## config.mk

```make
export PLATFORM = sky130hd
export DESIGN_NAME = glsl_comment_stripper
export DESIGN_NICKNAME = d
export VERILOG_FILES = /design/src/design/gcs_pkg.sv /design/src/design/gcs_scan.sv /design/src/design/gcs_ofifo.sv /design/src/design/glsl_comment_stripper.sv
export SDC_FILE = /design/constraint.sdc
export NUM_CORES = 1
export LEC_CHECK = 0
export ABC_AREA = 1
export BUFFER_PORTS_ARGS = -buffer_cell sky130_fd_sc_hd__buf_2
export CORE_UTILIZATION = 55
export DETAILED_ROUTE_END_ITERATION = 7
export HOLD_SLACK_MARGIN = 0.1
export PLACE_DENSITY = 0.77
export SLEW_MARGIN = 5
export SYNTH_ARGS = -nofsm -noshare
export SYNTH_HDL_FRONTEND = slang
export SYNTH_SLANG_ARGS = --single-unit
```

## constraint.sdc

```tcl
create_clock -name clk_i -period 3.7 [get_ports clk_i]
set_clock_uncertainty 0.05 [all_clocks]
set_input_delay 0.74 -clock clk_i [delete_from_list [all_inputs] [get_ports clk_i]]
set_output_delay 0.74 -clock clk_i [all_outputs]
set_load 0.02 [all_outputs]
```

## src/design/gcs_pkg.sv

```systemverilog
// ----------------------------------------------------------------------------
// gcs_pkg
// Shared types and character codes for the comment stripper.
// ----------------------------------------------------------------------------
package gcs_pkg;

  localparam logic [7:0] ChSlash  = 8'h2F;
  localparam logic [7:0] ChStar   = 8'h2A;
  localparam logic [7:0] ChDquote = 8'h22;
  localparam logic [7:0] ChSquote = 8'h27;
  localparam logic [7:0] ChBslash = 8'h5C;
  localparam logic [7:0] ChNl     = 8'h0A;

  localparam int unsigned OfifoDepth = 4;

  typedef enum logic [8:0] {
    ModeNormal = 9'b000000001,
    ModeSlash  = 9'b000000010,
    ModeLine   = 9'b000000100,
    ModeBlock  = 9'b000001000,
    ModeBstar  = 9'b000010000,
    ModeStr    = 9'b000100000,
    ModeStrEsc = 9'b001000000,
    ModeChr    = 9'b010000000,
    ModeChrEsc = 9'b100000000
  } gcs_mode_e;

  typedef struct packed {
    logic [7:0] data;
    logic       has_byte;
    logic       run_last;
    logic       stream_end;
  } gcs_res_t;

  typedef struct packed {
    logic [1:0] cnt;
    gcs_res_t   r0;
    gcs_res_t   r1;
  } gcs_push_t;

  function automatic gcs_mode_e open_mode(logic [7:0] b);
    gcs_mode_e m;
    m = ModeNormal;
    if (b == ChDquote) begin
      m = ModeStr;
    end else if (b == ChSquote) begin
      m = ModeChr;
    end
    return m;
  endfunction

endpackage

```

## src/design/gcs_scan.sv

```systemverilog
// ----------------------------------------------------------------------------
// gcs_scan
// Scan mode register and per-byte decode into zero, one or two results.
// ----------------------------------------------------------------------------
module gcs_scan import gcs_pkg::*; (
  input  logic       clk_i,
  input  logic       rst_ni,
  input  logic       step_i,
  input  logic [7:0] byte_i,
  input  logic       last_i,
  output gcs_push_t  push_o
);

  gcs_mode_e  mode_q, mode_d;
  logic [1:0] cnt;
  logic [7:0] b0, b1;
  logic       has0;

  always_comb begin
    mode_d = mode_q;
    cnt    = 2'd0;
    b0     = '0;
    b1     = '0;
    has0   = 1'b1;
    unique case (mode_q)
      ModeSlash: begin
        if (byte_i == ChSlash) begin
          mode_d = ModeLine;
        end else if (byte_i == ChStar) begin
          mode_d = ModeBlock;
        end else begin
          cnt    = 2'd2;
          b0     = ChSlash;
          b1     = byte_i;
          mode_d = open_mode(byte_i);
        end
      end
      ModeLine: begin
        if (byte_i == ChNl) begin
          cnt    = 2'd1;
          b0     = byte_i;
          mode_d = ModeNormal;
        end
      end
      ModeBlock, ModeBstar: begin
        if (mode_q == ModeBstar && byte_i == ChSlash) begin
          mode_d = ModeNormal;
        end else if (byte_i == ChStar) begin
          mode_d = ModeBstar;
        end else begin
          mode_d = ModeBlock;
        end
      end
      ModeStr, ModeChr: begin
        cnt = 2'd1;
        b0  = byte_i;
        if (byte_i == ChBslash && !last_i) begin
          mode_d = (mode_q == ModeStr) ? ModeStrEsc : ModeChrEsc;
        end else if (byte_i == ((mode_q == ModeStr) ? ChDquote : ChSquote)) begin
          mode_d = ModeNormal;
        end
      end
      ModeStrEsc: begin
        cnt    = 2'd1;
        b0     = byte_i;
        mode_d = ModeStr;
      end
      ModeChrEsc: begin
        cnt    = 2'd1;
        b0     = byte_i;
        mode_d = ModeChr;
      end
      default: begin
        if (byte_i == ChSlash) begin
          mode_d = ModeSlash;
        end else begin
          cnt    = 2'd1;
          b0     = byte_i;
          mode_d = open_mode(byte_i);
        end
      end
    endcase

    // flush a held slash, or emit the empty end marker
    if (last_i) begin
      if (mode_d == ModeSlash) begin
        cnt = 2'd1;
        b0  = ChSlash;
      end else if (cnt == 2'd0) begin
        cnt  = 2'd1;
        b0   = '0;
        has0 = 1'b0;
      end
      mode_d = ModeNormal;
    end
  end

  always_comb begin
    push_o.cnt           = step_i ? cnt : 2'd0;
    push_o.r0.data       = b0;
    push_o.r0.has_byte   = has0;
    push_o.r0.run_last   = (cnt == 2'd1);
    push_o.r0.stream_end = last_i;
    push_o.r1.data       = b1;
    push_o.r1.has_byte   = 1'b1;
    push_o.r1.run_last   = 1'b1;
    push_o.r1.stream_end = last_i;
  end

  always_ff @(posedge clk_i or negedge rst_ni) begin
    if (!rst_ni) begin
      mode_q <= ModeNormal;
    end else if (step_i) begin
      mode_q <= mode_d;
    end
  end

endmodule

```

## src/design/gcs_ofifo.sv

```systemverilog
// ----------------------------------------------------------------------------
// gcs_ofifo
// Result queue: takes up to two results per cycle, hands out one per transfer.
// ----------------------------------------------------------------------------
module gcs_ofifo import gcs_pkg::*; (
  input  logic      clk_i,
  input  logic      rst_ni,
  input  gcs_push_t push_i,
  output logic      room_o,
  output logic      valid_o,
  input  logic      ready_i,
  output gcs_res_t  res_o
);

  localparam int unsigned PtrW = $clog2(OfifoDepth);
  localparam int unsigned CntW = $clog2(OfifoDepth + 1);

  gcs_res_t        mem_q [OfifoDepth];
  logic [PtrW-1:0] wr_ptr_q, wr_ptr_d, rd_ptr_q, rd_ptr_d;
  logic [CntW-1:0] cnt_q, cnt_d;
  logic            pop;

  assign valid_o = (cnt_q != '0);
  assign room_o  = (cnt_q <= CntW'(OfifoDepth - 2));
  assign pop     = valid_o && ready_i;
  assign res_o   = mem_q[rd_ptr_q];

  assign wr_ptr_d = wr_ptr_q + PtrW'(push_i.cnt);
  assign rd_ptr_d = rd_ptr_q + PtrW'(pop);
  assign cnt_d    = cnt_q + CntW'(push_i.cnt) - CntW'(pop);

  always_ff @(posedge clk_i) begin
    if (push_i.cnt != 2'd0) begin
      mem_q[wr_ptr_q] <= push_i.r0;
    end
    if (push_i.cnt == 2'd2) begin
      mem_q[wr_ptr_q + PtrW'(1)] <= push_i.r1;
    end
  end

  always_ff @(posedge clk_i or negedge rst_ni) begin
    if (!rst_ni) begin
      wr_ptr_q <= '0;
      rd_ptr_q <= '0;
      cnt_q    <= '0;
    end else begin
      wr_ptr_q <= wr_ptr_d;
      rd_ptr_q <= rd_ptr_d;
      cnt_q    <= cnt_d;
    end
  end

endmodule

```

## src/design/glsl_comment_stripper.sv

```systemverilog
// ----------------------------------------------------------------------------
// glsl_comment_stripper
// Streaming remover of line and block comments, string and literal aware.
// ----------------------------------------------------------------------------
//  channel  | dir | tdata           | tuser                     | tlast
//  s_axis   | in  | [7:0] in_byte   | -                         | in_last
//  m_axis   | out | [7:0] out_byte  | [0] has_byte [1] stream_end | run_last
//
//  One byte per cycle enters while the result queue has room; it is held
//  in the input register, decoded there, and its results are written to the result queue.
//  A byte yields up to two results, which a four-entry result queue drains
//  one per cycle while m_axis is ready; input stalls only while that queue
//  has fewer than two free entries. Reset returns the scan mode to normal
//  text and empties both the input register and the queue.
// ----------------------------------------------------------------------------
module glsl_comment_stripper import gcs_pkg::*; (
  input  logic       clk_i,
  input  logic       rst_ni,
  input  logic       s_axis_tvalid_i,
  output logic       s_axis_tready_o,
  input  logic [7:0] s_axis_tdata_i,   // [7:0] in_byte
  input  logic       s_axis_tlast_i,
  output logic       m_axis_tvalid_o,
  input  logic       m_axis_tready_i,
  output logic [7:0] m_axis_tdata_o,   // [7:0] out_byte
  output logic [1:0] m_axis_tuser_o,   // [0] has_byte, [1] stream_end
  output logic       m_axis_tlast_o
);

  logic       in_valid_q;
  logic [7:0] in_byte_q;
  logic       in_last_q;
  logic       room;
  logic       step;
  logic       in_xfer;
  gcs_push_t  push;
  gcs_res_t   res;

  assign step            = in_valid_q && room;
  assign s_axis_tready_o = !in_valid_q || room;
  assign in_xfer         = s_axis_tvalid_i && s_axis_tready_o;

  always_ff @(posedge clk_i or negedge rst_ni) begin
    if (!rst_ni) begin
      in_valid_q <= 1'b0;
    end else if (s_axis_tready_o) begin
      in_valid_q <= s_axis_tvalid_i;
    end
  end

  always_ff @(posedge clk_i) begin
    if (in_xfer) begin
      in_byte_q <= s_axis_tdata_i;
      in_last_q <= s_axis_tlast_i;
    end
  end

  gcs_scan u_scan (
    .clk_i  (clk_i),
    .rst_ni (rst_ni),
    .step_i (step),
    .byte_i (in_byte_q),
    .last_i (in_last_q),
    .push_o (push)
  );

  gcs_ofifo u_ofifo (
    .clk_i   (clk_i),
    .rst_ni  (rst_ni),
    .push_i  (push),
    .room_o  (room),
    .valid_o (m_axis_tvalid_o),
    .ready_i (m_axis_tready_i),
    .res_o   (res)
  );

  assign m_axis_tdata_o = res.data;
  assign m_axis_tuser_o = {res.stream_end, res.has_byte};
  assign m_axis_tlast_o = res.run_last;

endmodule

```

==> qor.txt, run 1 <==
CTS HTree Levels: 3
Core Util, Final: 63.8%
area taken by flip-flops and latches: 0.00194 sq mm
Detailed Routing Iterations Pass 1: 6
Die Ht: 86.9 um
number of global-route vias before repair: 3225
antenna-violating nets left: 0
GRT Total Usage: 28.0%
CTS tree: yes
Num CTS Buffers: 9
top cell type's share of synthesized area: 34.1%
post-cts hold buffer count: 0
initial antenna violation count: 0
Setup CP Type: flop to flop
Setup Viol. Count Final: 0
Design Area, Final: 0.00439 sq mm
largest net degree at the start of global routing: 45
FF-to-FF path depth: 15
Async S/R FF share, synth: 24.3%
CTS max path bufs: 2
crit share post-route: 82.9%
die extent in x: 86.9 um
Critical Path Max Stage Delay: 460 ps
largest cells by area after synthesis: edfxtp_1 34%, dfrtp_1 10%, nand3_1 9.3%
Reg clk slew, reported paths: 90 ps
fill count: 594
CP endpoint kind: flop
multi-input logic area: 0.00174 sq mm
IO Pins: 26
clock sinks: 70
core region area: 0.00687 sq mm
row count: 30
top cell type by total area after synthesis: edfxtp_1
largest family of logic cells by synthesized area: simple AND/OR/NAND/NOR gates
HPWL after DPL: 7210 um
TNS Setup: 0 ps
Placer Congestion: 0.955
Setup WS pre-CTS: 656 ps
post-CTS sizing: 0
Initial Utilization: 57.7%
1st-iter DRT viols: 285
Critical Path RT: 3900 ps
Critical Path Fanout Max: 11
final WL: 10000 um
port bufs: 25
layout cells sized above 1: 14.1%
DR WL/cell: 16.7 um
Area after DPL: 0.00414 sq mm
via count: 3514
R2R Path End: u_ofifo.cnt_q[2]$_DFF_PN0_
most common library cells after synthesis: 74 x nand3_1, 68 x nand2_1, 57 x o21ai_0
total die area: 0.00755 sq mm
Ys Warns: 0
Fin. Hold Viols: 0
pins over their slew limit: 0
Post-CTS Setup Bufs: 0
sequential share of the synthesized area: 48.9%
setup ws final: 632 ps
DRC Markers: 0
Synth-to-Final Area Change: 10.7%
crit-path cells: nor2_1 -> nand3_2 -> nor3_4 -> inv_2 -> nand3_2 -> nand2_2 -> nand3_4 -> nand2_4 -> ha_1 -> inv_1 -> ha_1 -> inv_1 -> fa_1 -> xnor2_1 -> xor2_1
Post-Synth Adder-Cell Area: 2.08%
FMAX: 326 MHz
Post-synth EDFFs: 45
VDD IR max: 0.400 mV
Yosys cell types: 34
fin crit period: 3070 ps
RSZ-0062 raised after global routing: no
synthesized flop and latch total: 70
max-capacitance violation count: 0
power density cells: 769 mW/mm^2
Worst-Margin Slew: 932 ps
Worst EP arrival: 3260 ps
diode count: 0
Synth Flop Type: edfxtp_1
via/cell ratio: 5.87
Avg Cell Area, Syn: 8.36 sq um
status: complete, no violations
hold_ws: 233 ps
clock root cell: clkbuf_8
Synth Instances: 474
mux share of post-synthesis cell area: 0%
post-synthesis xor/xnor area fraction: 1.11%
Synth Area in Compound Gates: 11.8%
LEAKAGE: 1.86 nW
first-pass GRT wire length: 15700 um
total gr overflow: 0
count leader, synth: nand3_1
Worst R2R Setup Slack: 630 ps
clock latency on the worst-skew pair: 360 ps
Critical Path Start Type: flop
synthesized net count: 493
headroom to the max-slew limit: 37.8%
Slowest cell on crit path: edfxtp_1
launch point of the worst reg-to-reg path: in_byte_q[6]$_DFFE_PP_
Simple-Gate Fraction of Synth Area: 29.0%
synthesized area: 0.00396 sq mm
Hold WC Path Type: primary input to async pin
nets@finish: 517
[power breakdown]
group | internal, W | switching, W
combinational | 0.000412 | 0.000963
clock | 0.000451 | 0.000326
sequential | 0.00108 | 0.000136
[metrics by stage]
step / std cells / power [W]
after global placement: 583 / 0.00255
after floorplan: 474 / 0.00225
after CTS: 599 / 0.00337
after global routing: 599 / 0.00357
final: 599 / 0.00337
after detailed placement: 583 / 0.00260
[flip-flops by register name (all words and copies together) (netlist names)]
signal and count:
in_byte_q 8, in_last_q 1, in_valid_q 1, u_ofifo.cnt_q 3, u_ofifo.mem_q 44, u_ofifo.rd_ptr_q 2, u_ofifo.wr_ptr_q 2, u_scan.mode_q 9
[critical path: cells and delay by family, from the launching register on]
kind | cells | cell delay, ps
and+or+nand+nor | 7 | 1090
adders and majority gates | 3 | 790
DFF | 1 | 460
xor gates and xnor gates | 2 | 280
buffers and inverters | 3 | 280
[layer usage]
layer	part of all wire (%)	wire length, um	global-route usage (%)	up-vias
met4	2.4	239	11.4	0
met2	48	4810	47.4	163
met3	7.2	718	5.78	29
met1	42	4230	35.0	1637
met5	0	0	0	-
li1	-	-	-	1685
[cells in the final DEF (no fill, tap or decap), drive strengths merged]
cell,instances
inv,50
dfstp,1
o22ai,12
a21oi,7
ha,5
a21boi,1
nand4,13
clkinv,3
a31oi,1
nor2,60
dfxtp,8
edfxtp,45
o32ai,1
buf,29
nand2,76
nand3,78
bufinv,3
or2,1
nor3,11
fa,1
xnor2,1
dfrtp,16
xor2,4
clkbuf,9
o21ai,67
[cell type report]
type | instances | share of cell area (%)
Clock buffer | 9 | 2.82
Clock inverter | 7 | 2.77
Inverter | 49 | 4.19
Multi-Input combinational cell | 339 | 39.7
Sequential cell | 70 | 44.2
Tap cell | 96 | 2.74
Timing Repair Buffer | 29 | 3.54
[logic make-up after synthesis]
logic type | after synthesis
DFF | 70
and+or+nand+nor | 239
xor gates and xnor gates | 5
adders and majority gates | 6
buffers and inverters | 65
AOI/OAI and AO/OA | 89
[worst max-delay path by stage]
| stage | startpoint | endpoint | slack, ps |
|---|---|---|---|
| after global routing | in_byte_q[6]$_DFFE_PP_ | u_ofifo.cnt_q[2]$_DFF_PN0_ | 420 |
| after floorplan | u_scan.mode_q[0]$_DFFE_PN1P_ | u_ofifo.cnt_q[2]$_DFF_PN0_ | 940 |
| after detailed placement | in_byte_q[6]$_DFFE_PP_ | u_ofifo.cnt_q[2]$_DFF_PN0_ | 660 |
| final | in_byte_q[6]$_DFFE_PP_ | u_ofifo.cnt_q[2]$_DFF_PN0_ | 630 |
| after CTS | in_byte_q[6]$_DFFE_PP_ | u_ofifo.cnt_q[2]$_DFF_PN0_ | 660 |
| after global placement | in_byte_q[6]$_DFFE_PP_ | u_ofifo.cnt_q[2]$_DFF_PN0_ | 780 |
No activity file was read; power rests on OpenSTA's default activity.
==> inputs of run 2 (changes only) <==
Clock period 3.7 ns to 3.2 ns, I/O delays scaled along.
==> run 2 against run 1 <==
Non-clock buffer count increased by 6. Worst setup slack got worse by 410 ps. Clock-buffer cell count unchanged. Largest power group unchanged.
==> qor.txt, run 2 (synthesis results as in run 1) <==
status: complete, no violations
fin crit period: 2970 ps
Fin. Hold Viols: 0
die extent in x: 86.9 um
DRC Markers: 0
Critical Path Start Type: flop
Critical Path Max Stage Delay: 430 ps
max FFs per register: 44
post-cts hold buffer count: 0
Slowest cell on crit path: edfxtp_1
Critical Path RT: 3410 ps
total die area: 0.00755 sq mm
Top reg by flops: u_ofifo.mem_q
commonest non-fill, non-tap cell in the layout: nand3_1
VDD IR max: 0.384 mV
Inst Count DP: 587
Area after DPL: 0.00417 sq mm
power density cells: 863 mW/mm^2
RSZ-0062 raised after global routing: no
Hold WC Path Type: primary input to async pin
1st-iter DRT viols: 314
max-capacitance violation count: 0
Detailed Routing Iterations Pass 1: 5
TNS Setup: 0 ps
Die Ht: 86.9 um
port bufs: 25
pins over their slew limit: 0
core region area: 0.00687 sq mm
Reg clk slew, reported paths: 80 ps
Worst-Margin Slew: 987 ps
Setup CP Type: flop to flop
clock latency on the worst-skew pair: 340 ps
row count: 30
crit-path cells: nor2_1 -> nand3_2 -> nor3_4 -> inv_4 -> nand3_4 -> nand2_2 -> nand3_4 -> nand2_4 -> ha_1 -> inv_1 -> ha_1 -> inv_1 -> fa_1 -> xnor2_1 -> xor2_1
diode count: 0
headroom to the max-slew limit: 34.2%
Num CTS Buffers: 9
hold_ws: 162 ps
CTS HTree Levels: 3
first-pass GRT wire length: 15800 um
CTS tree: yes
HPWL after DPL: 7240 um
crit share post-route: 93.0%
clock root cell: clkbuf_8
layout cells sized above 1: 14.9%
Initial Utilization: 57.7%
initial antenna violation count: 0
nets@finish: 523
via count: 3535
antenna-violating nets left: 0
DR WL/cell: 16.5 um
Top Registers: u_ofifo.mem_q x44, u_scan.mode_q x9, in_byte_q x8
Layout Cells excl Fill: 605
largest net degree at the start of global routing: 25
Setup Viol. Count Final: 0
IO Pins: 26
Placer Congestion: 0.966
CTS max path bufs: 2
CP endpoint kind: flop
Tot Pwr: 0.00382 W
Synth-to-Final Area Change: 11.7%
via/cell ratio: 5.84
Design Area, Final: 0.00443 sq mm
LEAKAGE: 1.87 nW
total gr overflow: 0
Critical Path Fanout Max: 11
FMAX: 336 MHz
most frequent cells in the layout: 74 x nand3_1, 68 x nand2_1, 57 x o21ai_0
fill count: 613
GRT Total Usage: 28.0%
number of global-route vias before repair: 3237
final WL: 9970 um
clock sinks: 70
Worst EP arrival: 3180 ps
[run 2: changes by cell type in the layout (fill, tap and decap cells not counted), sizes merged]
cell	previous run	this run
bufinv	3	2
buf	29	35
clkinv	3	2
clkinvlp	0	2
[run 2: what timing repair did]
action	CTS	global route
buffers inserted	0	2
endpoints found under the setup margin	0	1
gates resized for setup	0	4
[run 2: report_power, final]
| part | internal, W | leakage, nW | total (W) | switching, W |
|---|---|---|---|---|
| Clock | 0.000440 | 0.103 | 0.000785 | 0.000345 |
| Sequential | 0.00125 | 0.723 | 0.00140 | 0.000153 |
| Combinational | 0.000499 | 1.05 | 0.00163 | 0.00113 |
| Total | 0.00219 | 1.87 | 0.00382 | 0.00163 |
[run 2: worst paths after layout]
check	from	end	slack (ps)	cells after the start
setup / recovery	in_byte_q[7]$_DFFE_PP_	u_ofifo.cnt_q[2]$_DFF_PN0_	230	15
hold / removal	rst_ni	u_ofifo.rd_ptr_q[1]$_DFF_PN0_	160	1
setup reg to reg	in_byte_q[7]$_DFFE_PP_	u_ofifo.cnt_q[2]$_DFF_PN0_	230	15
hold reg to reg	u_ofifo.mem_q[1][2]$_SDFFE_PP1N_	u_ofifo.mem_q[1][2]$_SDFFE_PP1N_	410	2
max in group asynchronous	rst_ni	u_scan.mode_q[0]$_DFFE_PN1P_	2620	1
min in group clk_i	u_ofifo.mem_q[1][2]$_SDFFE_PP1N_	u_ofifo.mem_q[1][2]$_SDFFE_PP1N_	410	2
[run 2: worst max-delay path, delay by kind of cell (launching register included)]
kind	cells	cell delay (ps)
xor+xnor	2	360
flops	1	430
buf+inv	3	240
fa+ha+maj	3	790
simple gates	7	1030
[run 2: routing by layer]
| layer | global-route usage [%] | wire (um) | vias up | part of all wire [%] |
|---|---|---|---|---|
| met1 | 36.8 | 4210 | 1626 | 42 |
| met5 | 0 | 0 | - | 0 |
| met4 | 10.9 | 221 | 0 | 2.2 |
| met3 | 4.93 | 711 | 24 | 7.1 |
| met2 | 46.2 | 4830 | 185 | 48 |
| li1 | - | - | 1700 | - |
[run 2: layout make-up]
cell class	count	area [sq um]	share of cell area, %
clock buffers	9	124	2.80
clock inverters	7	96.3	2.18
inverters	49	186	4.21
multi-input cells	339	1760	39.8
flip-flops and latches	70	1940	43.8
well taps	96	120	2.71
repair buffers	35	200	4.52
[run 2: through the flow]
step / util [%] / setup WS (ps)
CTS: 63.9 / 100
floorplan: - / 441
global placement: 60.7 / 266
finish: 64.4 / 225
global route: 64.4 / 1.67
detailed placement: 60.7 / 103
==> inputs of run 3 (changes only) <==
--- a/constraint.sdc
+++ b/constraint.sdc
@@ -4,2 +4,2 @@
 set_output_delay 0.64 -clock clk_i [all_outputs]
-set_load 0.02 [all_outputs]
+set_load 0.1 [all_outputs]
==> run 3 against run 2 <==
Register-to-register slack about the same. Largest power group unchanged. Hold slack got worse by 7.5 ps. Worst setup slack got worse by 13 ps. Power increased by 21%. Sequential power about the same. Global-route usage is 0.54 points higher. Critical endpoint unchanged. Core utilization fell by 0.11 points.
==> qor.txt, run 3 (synthesis results as in run 1) <==
row count: 30
CTS tree: yes
Inst Count DP: 588
Reg clk slew, reported paths: 80 ps
first-pass GRT wire length: 16100 um
commonest non-fill, non-tap cell in the layout: nand3_1
DRC Markers: 0
final WL: 10000 um
Worst EP arrival: 3210 ps
Num CTS Buffers: 9
port bufs: 25
headroom to the max-slew limit: 39.3%
Area after DPL: 0.00418 sq mm
Fin. Hold Viols: 0
total gr overflow: 0
fin crit period: 2990 ps
largest net degree at the start of global routing: 45
initial antenna violation count: 0
Setup Viol. Count Final: 0
Detailed Routing Iterations Pass 1: 5
RSZ-0062 raised after global routing: no
crit share post-route: 93.4%
Critical Path Fanout Max: 11
Critical Path RT: 3420 ps
Worst-Margin Slew: 911 ps
diode count: 0
number of global-route vias before repair: 3346
most frequent cells in the layout: 74 x nand3_1, 68 x nand2_1, 57 x o21ai_0
1st-iter DRT viols: 368
nets@finish: 524
Critical Path Start Type: flop
total die area: 0.00755 sq mm
fill count: 595
layout cells sized above 1: 15.1%
CP endpoint kind: flop
pins over their slew limit: 0
core region area: 0.00687 sq mm
status: complete, no violations
clock latency on the worst-skew pair: 350 ps
VDD IR max: 0.470 mV
clock root cell: clkbuf_8
LEAKAGE: 1.88 nW
GRT Total Usage: 28.5%
Hold WC Path Type: primary input to async pin
hold_ws: 154 ps
CTS max path bufs: 2
TNS Setup: 0 ps
DR WL/cell: 16.6 um
Die Ht: 86.9 um
Top reg by flops: u_ofifo.mem_q
Design Area, Final: 0.00442 sq mm
Top Registers: u_ofifo.mem_q x44, u_scan.mode_q x9, in_byte_q x8
CTS HTree Levels: 3
antenna-violating nets left: 0
Initial Utilization: 57.7%
via/cell ratio: 5.87
power density cells: 1050 mW/mm^2
Setup CP Type: flop to flop
max FFs per register: 44
Synth-to-Final Area Change: 11.5%
Placer Congestion: 0.974
FMAX: 335 MHz
max-capacitance violation count: 0
HPWL after DPL: 7230 um
die extent in x: 86.9 um
IO Pins: 26
via count: 3556
Layout Cells excl Fill: 606
clock sinks: 70
run 3: cell types whose count changed in the layout (fill, tap and decap cells not counted):
cell and delta:
nand3_4 -1, nor2_2 +1, clkinvlp_4 -1, clkinv_2 +1
nor2_1 -1, inv_4 -1, nand3_2 +1, inv_2 +1
clkinv_4 -1, buf_4 +1, clkbuf_1 +1
run 3: cell type report:
type | instances | area [sq um] | area share [%]
inverters | 49 | 184 | 4.16
clock buffers | 10 | 128 | 2.89
repair buffers | 36 | 208 | 4.70
flip-flops and latches | 70 | 1940 | 43.9
well taps | 96 | 120 | 2.72
clock inverters | 6 | 85.1 | 1.93
multi-input cells | 339 | 1760 | 39.7
run 3: timing repair:
item,CTS,global route
hold buffers,0,0
buffers inserted,0,2
resized for setup,0,3
setup endpoints to repair,0,1
run 3: critical path, cell delays in order (launching register included):
cell and delay [ps]:
edfxtp_1 430, nor2_2 170, nand3_2 130, nor3_4 240
inv_2 140, nand3_2 170, nand2_2 100, nand3_4 120
nand2_4 90, ha_1 300, inv_1 60, ha_1 140
inv_1 50, fa_1 370, xnor2_1 190, xor2_1 170
run 3: path summary, 6_finish.rpt:
path,start,to,slack [ps],depth (start not counted)
setup / recovery,in_byte_q[6]$_DFFE_PP_,u_ofifo.cnt_q[2]$_DFF_PN0_,210,15
hold / removal,rst_ni,u_ofifo.cnt_q[0]$_DFF_PN0_,150,1
setup reg to reg,in_byte_q[6]$_DFFE_PP_,u_ofifo.cnt_q[2]$_DFF_PN0_,210,15
hold reg to reg,u_ofifo.mem_q[3][1]$_SDFFE_PP1N_,u_ofifo.mem_q[3][1]$_SDFFE_PP1N_,420,2
max in group asynchronous,rst_ni,u_scan.mode_q[0]$_DFFE_PN1P_,2630,1
min in group clk_i,s_axis_tdata_i[7],in_byte_q[7]$_DFFE_PP_,410,1
run 3: stage by stage:
stage	total power, W	setup WS (ps)	utilization [%]
floorplan	0.00340	213	-
global placement	0.00377	281	60.8
detailed placement	0.00383	152	60.8
CTS	0.00461	109	63.9
global route	0.00487	3.02	64.3
finish	0.00463	212	64.3
run 3: power by group:
part           switching (W)  total [W]  leakage (nW)  internal (W)
clock               0.000355   0.000792         0.104      0.000438
combinational        0.00193    0.00242          1.05      0.000490
sequential          0.000159    0.00141         0.723       0.00125
run 3: layer usage:
layer,global-route usage [%],share of wire (%),vias to the layer above
met2,47.0,48,182
met4,8.18,1.8,0
met3,6.73,7.6,21
met1,37.8,43,1645
li1,-,-,1708
met5,0,0,-
